[src/hw/rtl/lht_pkg.sv]
// Shared constants and types for the label hash table.
`timescale 1ns / 1ps
`default_nettype none

package lht_pkg;

	// table geometry
	localparam int CAPACITY  = 4096;
	localparam int IDX_W     = $clog2(CAPACITY);
	localparam int NF_W      = $clog2(CAPACITY + 1);
	localparam int NBUCKETS  = 1024;
	localparam int BKT_W     = $clog2(NBUCKETS);
	localparam int BKT_LSB   = 16;

	// hash and range constants
	localparam logic [31:0] HASH_MUL   = 32'd65521;
	localparam logic [31:0] HASH_ADD   = 32'd31;
	localparam int          RANGE_BITS = 20;

	// field widths
	localparam int ID_W       = 31;
	localparam int OFS_W      = 32;
	localparam int SEC_W      = 8;
	localparam int EIDX_W     = 12;
	localparam int PADDR_W    = 3;
	localparam int PDATA_W    = 32;

	// action codes
	localparam logic [1:0] ACT_INSERT = 2'd0;
	localparam logic [1:0] ACT_ABS    = 2'd1;
	localparam logic [1:0] ACT_LOOKUP = 2'd2;
	localparam logic [1:0] ACT_NONE   = 2'd3;

	// status codes
	localparam logic [1:0] STAT_OK      = 2'd0;
	localparam logic [1:0] STAT_IGNORED = 2'd1;
	localparam logic [1:0] STAT_FULL    = 2'd2;
	localparam logic [1:0] STAT_RANGE   = 2'd3;

	// register indexes
	localparam logic REG_BSS = 1'b0;
	localparam logic REG_ABS = 1'b1;

	typedef struct packed {
		logic [ID_W-1:0]  id;
		logic [OFS_W-1:0] ofs;
		logic [SEC_W-1:0] sec;
		logic [IDX_W-1:0] link;
	} entry_t;

endpackage

`default_nettype wire

[src/hw/rtl/lht_hash_step.sv]
// Shared multiply-add unit of the hash: h = src * 65521 + 31, registered.
`timescale 1ns / 1ps
`default_nettype none

module lht_hash_step
	import lht_pkg::*;
(
	input  wire logic        clk,
	input  wire logic        en,
	input  wire logic [31:0] src,
	output logic      [31:0] h
);

	logic [31:0] h_q;

	always_ff @(posedge clk) begin
		if (en) begin
			h_q <= 32'(src * HASH_MUL + HASH_ADD);
		end
	end

	assign h = h_q;

endmodule

`default_nettype wire

[config.mk]
export PLATFORM = sky130hd
export DESIGN_NAME = lht_hash_step
export DESIGN_NICKNAME = d
export VERILOG_FILES = /design/src/hw/rtl/lht_pkg.sv /design/src/hw/rtl/lht_hash_step.sv
export SDC_FILE = /design/constraint.sdc
export NUM_CORES = 1
export LEC_CHECK = 0
export BUFFER_PORTS_ARGS = -buffer_cell sky130_fd_sc_hd__buf_4
export CAP_MARGIN = 25
export CORE_ASPECT_RATIO = 0.5
export CORE_MARGIN = 1
export CORE_UTILIZATION = 50
export CTS_BUF_LIST = sky130_fd_sc_hd__clkbuf_16
export CTS_CLUSTER_SIZE = 25
export DETAILED_ROUTE_END_ITERATION = 16
export PLACE_DENSITY = 0.75
export SLEW_MARGIN = 20
export SYNTH_ARGS = -nofsm -noshare
export SYNTH_HDL_FRONTEND = slang
export SYNTH_SLANG_ARGS = --single-unit
export TNS_END_PERCENT = 50
[constraint.sdc]
create_clock -name clk -period 7.15 [get_ports clk]
set_input_delay 0 -clock clk [delete_from_list [all_inputs] [get_ports clk]]
set_output_delay 0 -clock clk [all_outputs]
set_load 0.01 [all_outputs]
Word-level counts from Yosys, hierarchy flattened
Index checks and enable logic that the tools add are counted.
{"block": "totals", "register_bits": 32, "in_bits": 34, "word_cells": 3}
{"block": "classes", "n_addsub": 1, "n_mul": 1}
{"cell": "32-bit by 5-bit adder with 32-bit output (second input constant)", "n": 1}
{"cell": "32-bit by 16-bit multiplier with 32-bit output (second input constant)", "n": 1}

Longest topological paths before layout
Gate-level depths: netlist of the first run.
{"block": "depth", "ltp_word": 2, "depth_mapped": 20, "mapped_depth_nobuf": 20}

Least setup slack after synthesis of the first run
No wires, ideal clock.
{"block": "synth_timing", "path_type": "in2reg", "startpoint": "in src[3]", "endpoint": "reg h_q[28], in the netlist h[28], data pin", "arrival_ps": 4793, "required_time_ps": 6892, "setup_slack_ps": 2099, "path_stages": 18, "path_buffers": 0, "cell_sequence": "fa_1 > inv_1 > fa_1 > inv_1 > fa_1 > fa_1 > fa_1 > inv_1 > fa_1 > inv_1 > ha_1 > a21oi_1 > o21ai_0 > o311ai_0 > and4_1 > o21ai_2 > a31oi_1 > xnor2_1"}
{"block": "synth_between", "elab_chain_cells": 2}
{"item": "start, declared", "line": "lht_hash_step.sv:10", "source": "input wire logic [31:0] src,"}
{"item": "32-bit by 16-bit multiplier with 32-bit output", "line": "lht_hash_step.sv:18", "source": "h_q <= 32'(src * HASH_MUL + HASH_ADD);"}
{"item": "32-bit by 5-bit adder with 32-bit output", "line": "lht_hash_step.sv:18"}
{"item": "end signal, assigned", "line": "lht_hash_step.sv:18"}
{"item": "end, declared", "line": "lht_hash_step.sv:14", "source": "logic [31:0] h_q;"}
No other way between the ends.
A chain may end at the register's enable or synchronous reset.

Worst setup path in the final report of the first run
{"block": "layout_timing", "startpoint": "in src[3]", "endpoint": "reg h_q[26], in the netlist h[26], data pin"}
Same word-level chain as after synthesis.

==> flow_summary.ini, run 1 <==
[outcome]
status = finished clean

[clock_tree]
post_cts_buffers = 0
ctsLongestPathBuffers = 2
cts_tree = yes
clk_pin_slew_ns = 0.06
cts_resized = 0
htreeDepth = 2
cts-root-buf = clkbuf_16
cts_made_buffers = 5
cts_sinks = 32
cts_hold_buf = 0

[synthesis]
synth.distinct_cells = 51
netlist_top_cells_area = fa_1 44%, ha_1 17%, edfxtp_1 13%
synth_nets = 980
seq_area_frac_synth = 0.128
synth_top_cell_area_share = 0.437
syn_inst = 680
synth_area_leader_cell = fa_1
netlist_area_um2 = 7510
yosys_warnings = 0
syn-mean-instance-area_um2 = 11.0
synth-edff-count = 32
yosys_register_bits = 32
ys_async_sr_fraction = 0
synthFlopType = edfxtp_1

[place]
dpl.hpwl_um = 13900
portBuffers = 65
place_congestion = 0.936
post-place-ws_ns = 1.38
place_inst = 942

[sta]
tightest_slew_ns = 0.790
holdWs_ns = 0.0954
hold_viol_final = 0
period_minus_slack_ns = 5.54
setup_violations = 0
fin_tns_setup_ns = 0
grt_setup_unrepaired = false
report.final.slew_viol_count = 0
clock.fmax_mhz = 181
relSlewSlack = 0.467
setup_ws_ns = 1.61
fin_crit_sh = 0.775

[global_routing]
grt_max_degree = 33
grt_pass1_wl_um = 25100
antenna_found_initial = 0
grtUsageTotal = 0.215
grt_overflow_total = 0
grt_pass1_vias = 5056

[die]
std_cell_rows = 31
die_area_um2 = 15600
start_util = 0.515
pin_count = 66
core_um2 = 14600
die_h_um = 88.7
die_x_um = 175

[detailed_routing]
drc = 0
ant_nets = 0
vias_per_cell = 5.18
drtIter0Drc = 196
dr.pass1.iters = 4
wl_per_cell_um = 16.0
routed_wl_um = 15200
num_vias = 4917

[run]
drv_cap = 0

[worst_setup_path]
critPathMaxStageDelay_ns = 0.73
crit_path_max_fanout = 6
critPathBufInv = 5
path_class = input port to flop
cp_slowest_cell = o311ai_0
startpoint_type = input port
worst_setup_path_end_kind = flop
crit_family = adder cells
required_ns = 7.18
critPathArrivalTime_ns = 5.57
path_common_cell = fa_1
crit_chain = buf_4, fa_1, inv_1, fa_1, inv_1, fa_1, fa_1, fa_1, inv_1, fa_1, inv_1, ha_1, a21oi_1, o21ai_0, o311ai_0, and4_1, o21ai_0, a21oi_1, xnor2_1

[finish]
area.growth.synth_to_final_pct = 11.6
final_cells = 950
nFillCells = 1289
antenna-diode-count = 0
nets = 1051
mostFrequentLayoutCells = 204 x inv_1, 164 x fa_1, 102 x ha_1
final_common_cell = inv_1
drive_above_1_share = 0.112
largest_reg_flops = 32

[hold_path]
min_path_type = input port to flop
-- cells in the mapped netlist (all sizes together) (2+ instances only) --
cell,n
a211o,3
a211oi,2
a21o,10
a21oi,25
a31oi,3
and3,2
edfxtp,32
fa,164
ha,102
inv,204
nand2,14
nand3,3
nand3b,2
nor2,8
nor3,6
nor4,2
o211ai,2
o21a,5
o21ai,16
o21ba,2
o21bai,4
xnor2,38
xor2,7
-- routing by layer --
metal,wire (µm),GRT usage,vias up
li1,-,-,2267
met1,6600,0.282,2528
met2,7780,0.380,99
met3,550,0.0361,23
met4,272,0.0514,0
met5,0,0,-
-- cell type report --
class                   count  area, µm²  share of cell area
multi-input cells         443       5780               0.690
flip-flops and latches     32        961               0.115
inverters                 204        766              0.0913
repair buffers             65        488              0.0582
well taps                 198        248              0.0296
clock buffers               5        125              0.0149
clock inverters             3       13.8             0.00164
-- stage by stage --
stage	instance area [µm²]	utilization
3_5_place_dp	8240	0.565
6_report	8380	0.575
4_1_cts	8380	0.575
3_3_place_gp	8240	0.565
2_1_floorplan	7510	-
5_1_grt	8380	0.575
-- cell families (layout without fill, tap and decap cells) --
group,after synthesis,in the layout,share of synthesized area
adder cells (fa/ha/maj),266,266,0.607
buffers and inverters,205,277,0.103
AO/OA/AOI/OAI,86,86,0.0788
AND/OR/NAND/NOR,46,46,0.0315
XOR/XNOR,45,45,0.0525
flip-flops,32,32,0.128
-- final timing paths --
kind,slack (ns),start,endpoint,cells after the start
worst max-delay path,1.61,src[3],h[26],19
worst min-delay path,0.1,src[0],h[0],2
Power of run 1 is left out: the tool's default activity adds up to more than one toggle a clock period on the data nets, which glitch-free logic cannot reach.
==> run 2, diff against run 1 <==
Settings changed: ABC_AREA set to 1, PLACE_DENSITY 0.75 to 0.74.
Clock period 7.15 ns to 5.7 ns, I/O delays scaled along.
==> run 2 against run 1 <==
Compared with the run above: via count up 21%; global-route usage up 4.2 points; synthesized area up 8.0%; die area up 7.8%; hold slack better by 0.028 ns; first-iteration DRC count up 140%; synthesized cell count up 29%; utilization up 0.27 points.
==> flow_summary.ini, run 2 <==
[global_routing]
grt_max_degree = 33
antenna_found_initial = 0
grt_pass1_wl_um = 32900
grtUsageTotal = 0.257
grt_overflow_total = 0
grt_pass1_vias = 6571

[die]
pin_count = 66
die_h_um = 92.1
die_x_um = 182
core_um2 = 15600
die_area_um2 = 16800
start_util = 0.519
std_cell_rows = 32

[sta]
hold_viol_final = 0
report.final.slew_viol_count = 0
holdWs_ns = 0.123
clock.fmax_mhz = 194
fin_tns_setup_ns = 0
period_minus_slack_ns = 5.16
setup_violations = 0
tightest_slew_ns = 0.488
fin_crit_sh = 0.906
grt_setup_unrepaired = false
relSlewSlack = 0.675

[synthesis]
synth.most_common_cell = inv_1
ys_async_sr_fraction = 0
synthFlopType = edfxtp_1
netlist_top_cells_area = fa_1 40%, ha_1 16%, edfxtp_1 12%
synth.distinct_cells = 29
synth-edff-count = 32
synth_area_leader_cell = fa_1
yosys_warnings = 0
ys_top_cells_by_count = 249 x inv_1, 164 x fa_1, 141 x nand2_1, 102 x ha_1, 38 x nand3_1
syn-mean-instance-area_um2 = 9.23
yosys_register_bits = 32
netlist_area_um2 = 8110
synth_nets = 1179
synth_top_cell_area_share = 0.405
syn_inst = 879
seq_area_frac_synth = 0.118

[clock_tree]
htreeDepth = 2
cts-root-buf = clkbuf_16
ctsLongestPathBuffers = 2
cts_made_buffers = 5
cts_hold_buf = 0
cts_tree = yes
cts_resized = 0
post_cts_buffers = 0
clk_pin_slew_ns = 0.06
cts_sinks = 32

[detailed_routing]
routed_wl_um = 19200
drc = 0
wl_per_cell_um = 16.6
vias_per_cell = 5.14
dr.pass1.iters = 5
drtIter0Drc = 461
ant_nets = 0
num_vias = 5941

[worst_setup_path]
critPathArrivalTime_ns = 5.20
required_ns = 5.73
path_class = input port to flop
crit_path_max_fanout = 5
worst_setup_path_end_kind = flop
startpoint_type = input port

[outcome]
status = finished clean

[finish]
drive_above_1_share = 0.0872
final_cells = 1156
area.growth.synth_to_final_pct = 11.2
mostFrequentLayoutCells = 249 x inv_1, 164 x fa_1, 141 x nand2_1
nFillCells = 1400
final_common_cell = inv_1
largest_reg_flops = 32
antenna-diode-count = 0
nets = 1251

[place]
place_inst = 1148
place_congestion = 0.994
portBuffers = 65
dpl.hpwl_um = 17600

[run]
drv_cap = 0

[hold_path]
min_path_type = input port to flop
==> run 2: worst paths after layout <==
kind / from / endpoint / slack, ns / cells after the start
worst min-delay path: src[0] / h[0] / 0.12 / 2
worst max-delay path: src[7] / h[30] / 0.54 / 20
==> run 2: per-layer routing <==
| metal | routed length, µm | part of all wire | up-vias | track usage |
|---|---|---|---|---|
| met5 | 0 | 0 | - | 0 |
| met4 | 260 | 0.014 | 0 | 0.0448 |
| met3 | 1680 | 0.087 | 24 | 0.0544 |
| met2 | 8760 | 0.46 | 226 | 0.430 |
| met1 | 8540 | 0.44 | 2886 | 0.349 |
| li1 | - | - | 2805 | - |
==> run 2: layout make-up <==
| class | count | area [µm²] | area share |
|---|---|---|---|
| clock buffers | 5 | 125 | 0.0139 |
| multi-input cells | 597 | 6210 | 0.689 |
| well taps | 204 | 255 | 0.0283 |
| clock inverters | 3 | 37.5 | 0.00416 |
| flip-flops and latches | 32 | 961 | 0.107 |
| repair buffers | 65 | 488 | 0.0541 |
| inverters | 250 | 938 | 0.104 |
==> run 2: critical path: stages <==
cell	delay (ns)
buf_4	0.15
fa_1	0.65
inv_1	0.14
fa_1	0.60
inv_1	0.07
fa_1	0.51
fa_1	0.43
fa_1	0.49
inv_1	0.05
fa_1	0.47
inv_1	0.05
ha_1	0.36
a21oi_1	0.32
o21ai_0	0.20
a21oi_1	0.27
nor2_1	0.13
nor2_1	0.14
nand2_1	0.07
nand2_1	0.06
nand2_1	0.05
==> run 2: cells by family (layout without fill, tap and decap cells) <==
group | Yosys count | count (layout) | share of synthesized area
xor+xnor | 30 | 30 | 0.0324
fa+ha+maj | 266 | 266 | 0.562
simple gates | 240 | 240 | 0.128
buf+inv | 250 | 323 | 0.116
compound gates | 61 | 61 | 0.0430
flops | 32 | 32 | 0.118
==> run 2: metrics by stage <==
step / cell area (µm²) / util / setup WS [ns]
4_1_cts: 9020 / 0.577 / 0.631
2_1_floorplan: 8110 / - / 1.15
5_1_grt: 9020 / 0.577 / 0.304
3_5_place_dp: 8850 / 0.567 / 0.376
3_3_place_gp: 8850 / 0.567 / 0.311
6_report: 9020 / 0.577 / 0.537
Power of run 2 is left out for the same reason.
==> run 3, diff against run 2 <==
Settings changed: MAX_ROUTING_LAYER set to met4.
==> run 3 against run 2 <==
Compared with the run above: wire length shrank 0.46%; non-clock buffer count did not move; die area unchanged; final area is essentially flat; setup slack gained 0.050 ns; sequential cell count is the same; critical endpoint unchanged; count of clock-buffer cells in the layout did not move; maximum frequency up 0.97%; highest routed layer unchanged; global-route usage up 0.61 points; sequential share of layout area about the same; hold slack hardly changed.
==> flow_summary.ini, run 3 (same netlist as run 2, synthesis figures left out) <==
[sta]
grt_setup_unrepaired = false
relSlewSlack = 0.722
report.final.slew_viol_count = 0
period_minus_slack_ns = 5.11
tightest_slew_ns = 0.413
setup_violations = 0
fin_tns_setup_ns = 0
fin_crit_sh = 0.897
clock.fmax_mhz = 196
hold_viol_final = 0

[detailed_routing]
drc = 0
dr.pass1.iters = 5
vias_per_cell = 5.19
wl_per_cell_um = 16.6
drtIter0Drc = 468
ant_nets = 0
routed_wl_um = 19200
num_vias = 6005

[global_routing]
grt_overflow_total = 0
grtUsageTotal = 0.263
grt_pass1_vias = 6469
grt_pass1_wl_um = 32400
antenna_found_initial = 0
grt_max_degree = 33

[worst_setup_path]
crit_path_max_fanout = 5
path_common_cell = fa_1
crit_family = adder cells
critPathMaxStageDelay_ns = 0.67
crit_chain = buf_4, fa_1, inv_1, fa_1, inv_1, fa_1, fa_1, fa_1, inv_1, fa_1, inv_1, ha_1, a21oi_1, o21ai_0, a21oi_1, nor2_1, nor2_1, nand2_1, nand2_1, nand2_1
critPathBufInv = 5
critPathArrivalTime_ns = 5.16
required_ns = 5.74
startpoint_type = input port
cp_slowest_cell = fa_1
path_class = input port to flop
worst_setup_path_end_kind = flop

[finish]
nets = 1251
multiInputGateArea_um2 = 6210
final_common_cell = inv_1
largest_reg_flops = 32
antenna-diode-count = 0
drive_above_1_share = 0.0893
seq_area_um2 = 961
utilization = 0.578
mostFrequentLayoutCells = 249 x inv_1, 164 x fa_1, 141 x nand2_1
final_cells = 1156
nFillCells = 1420
area.growth.synth_to_final_pct = 11.2

[clock_tree]
ctsLongestPathBuffers = 2
cts_resized = 0
cts_hold_buf = 0
cts_tree = yes
cts_sinks = 32
clk_pin_slew_ns = 0.05
cts-root-buf = clkbuf_16
cts_made_buffers = 5
post_cts_buffers = 0
htreeDepth = 2

[run]
drv_cap = 0

[die]
std_cell_rows = 32
pin_count = 66
start_util = 0.519
die_h_um = 92.1
die_x_um = 182
die_area_um2 = 16800
core_um2 = 15600

[place]
portBuffers = 65
dpl.hpwl_um = 17700
place_congestion = 0.988
place_inst = 1148

[outcome]
status = finished clean

[hold_path]
min_path_type = input port to flop
-- run 3: cell types whose count changed in the layout (fill, tap and decap cells not counted) --
| cell | before | now |
|---|---|---|
| clkinv_2 | 0 | 1 |
| clkinvlp_4 | 0 | 1 |
| clkinv_1 | 2 | 0 |
-- run 3: stage by stage --
stage / hold slack, ns / instance area, µm² / setup slack [ns]
2_1_floorplan: 0.112 / 8110 / 1.15
3_3_place_gp: 0.406 / 8850 / 0.236
3_5_place_dp: 0.407 / 8850 / 0.325
4_1_cts: 0.128 / 9020 / 0.607
5_1_grt: 0.163 / 9020 / 0.310
6_report: 0.123 / 9020 / 0.587
-- run 3: path summary, 6_finish.rpt --
check	from	endpoint	cells past startpoint
worst min-delay path	src[0]	h[0]	2
worst max-delay path	src[7]	h[30]	20
-- run 3: area by class of cell --
class	count	share of cell area
Clock inverter	3	0.00472
Sequential cell	32	0.107
Clock buffer	5	0.0139
Inverter	250	0.104
Multi-Input combinational cell	597	0.689
Timing Repair Buffer	65	0.0541
Tap cell	204	0.0283
-- run 3: metal layers --
layer,up-vias,part of all wire,global-route usage
li1,2807,-,-
met1,2963,0.47,0.365
met2,210,0.45,0.419
met3,25,0.066,0.0318
met4,0,0.016,0.0546
met5,-,0,-
Power of run 3 is left out for the same reason.
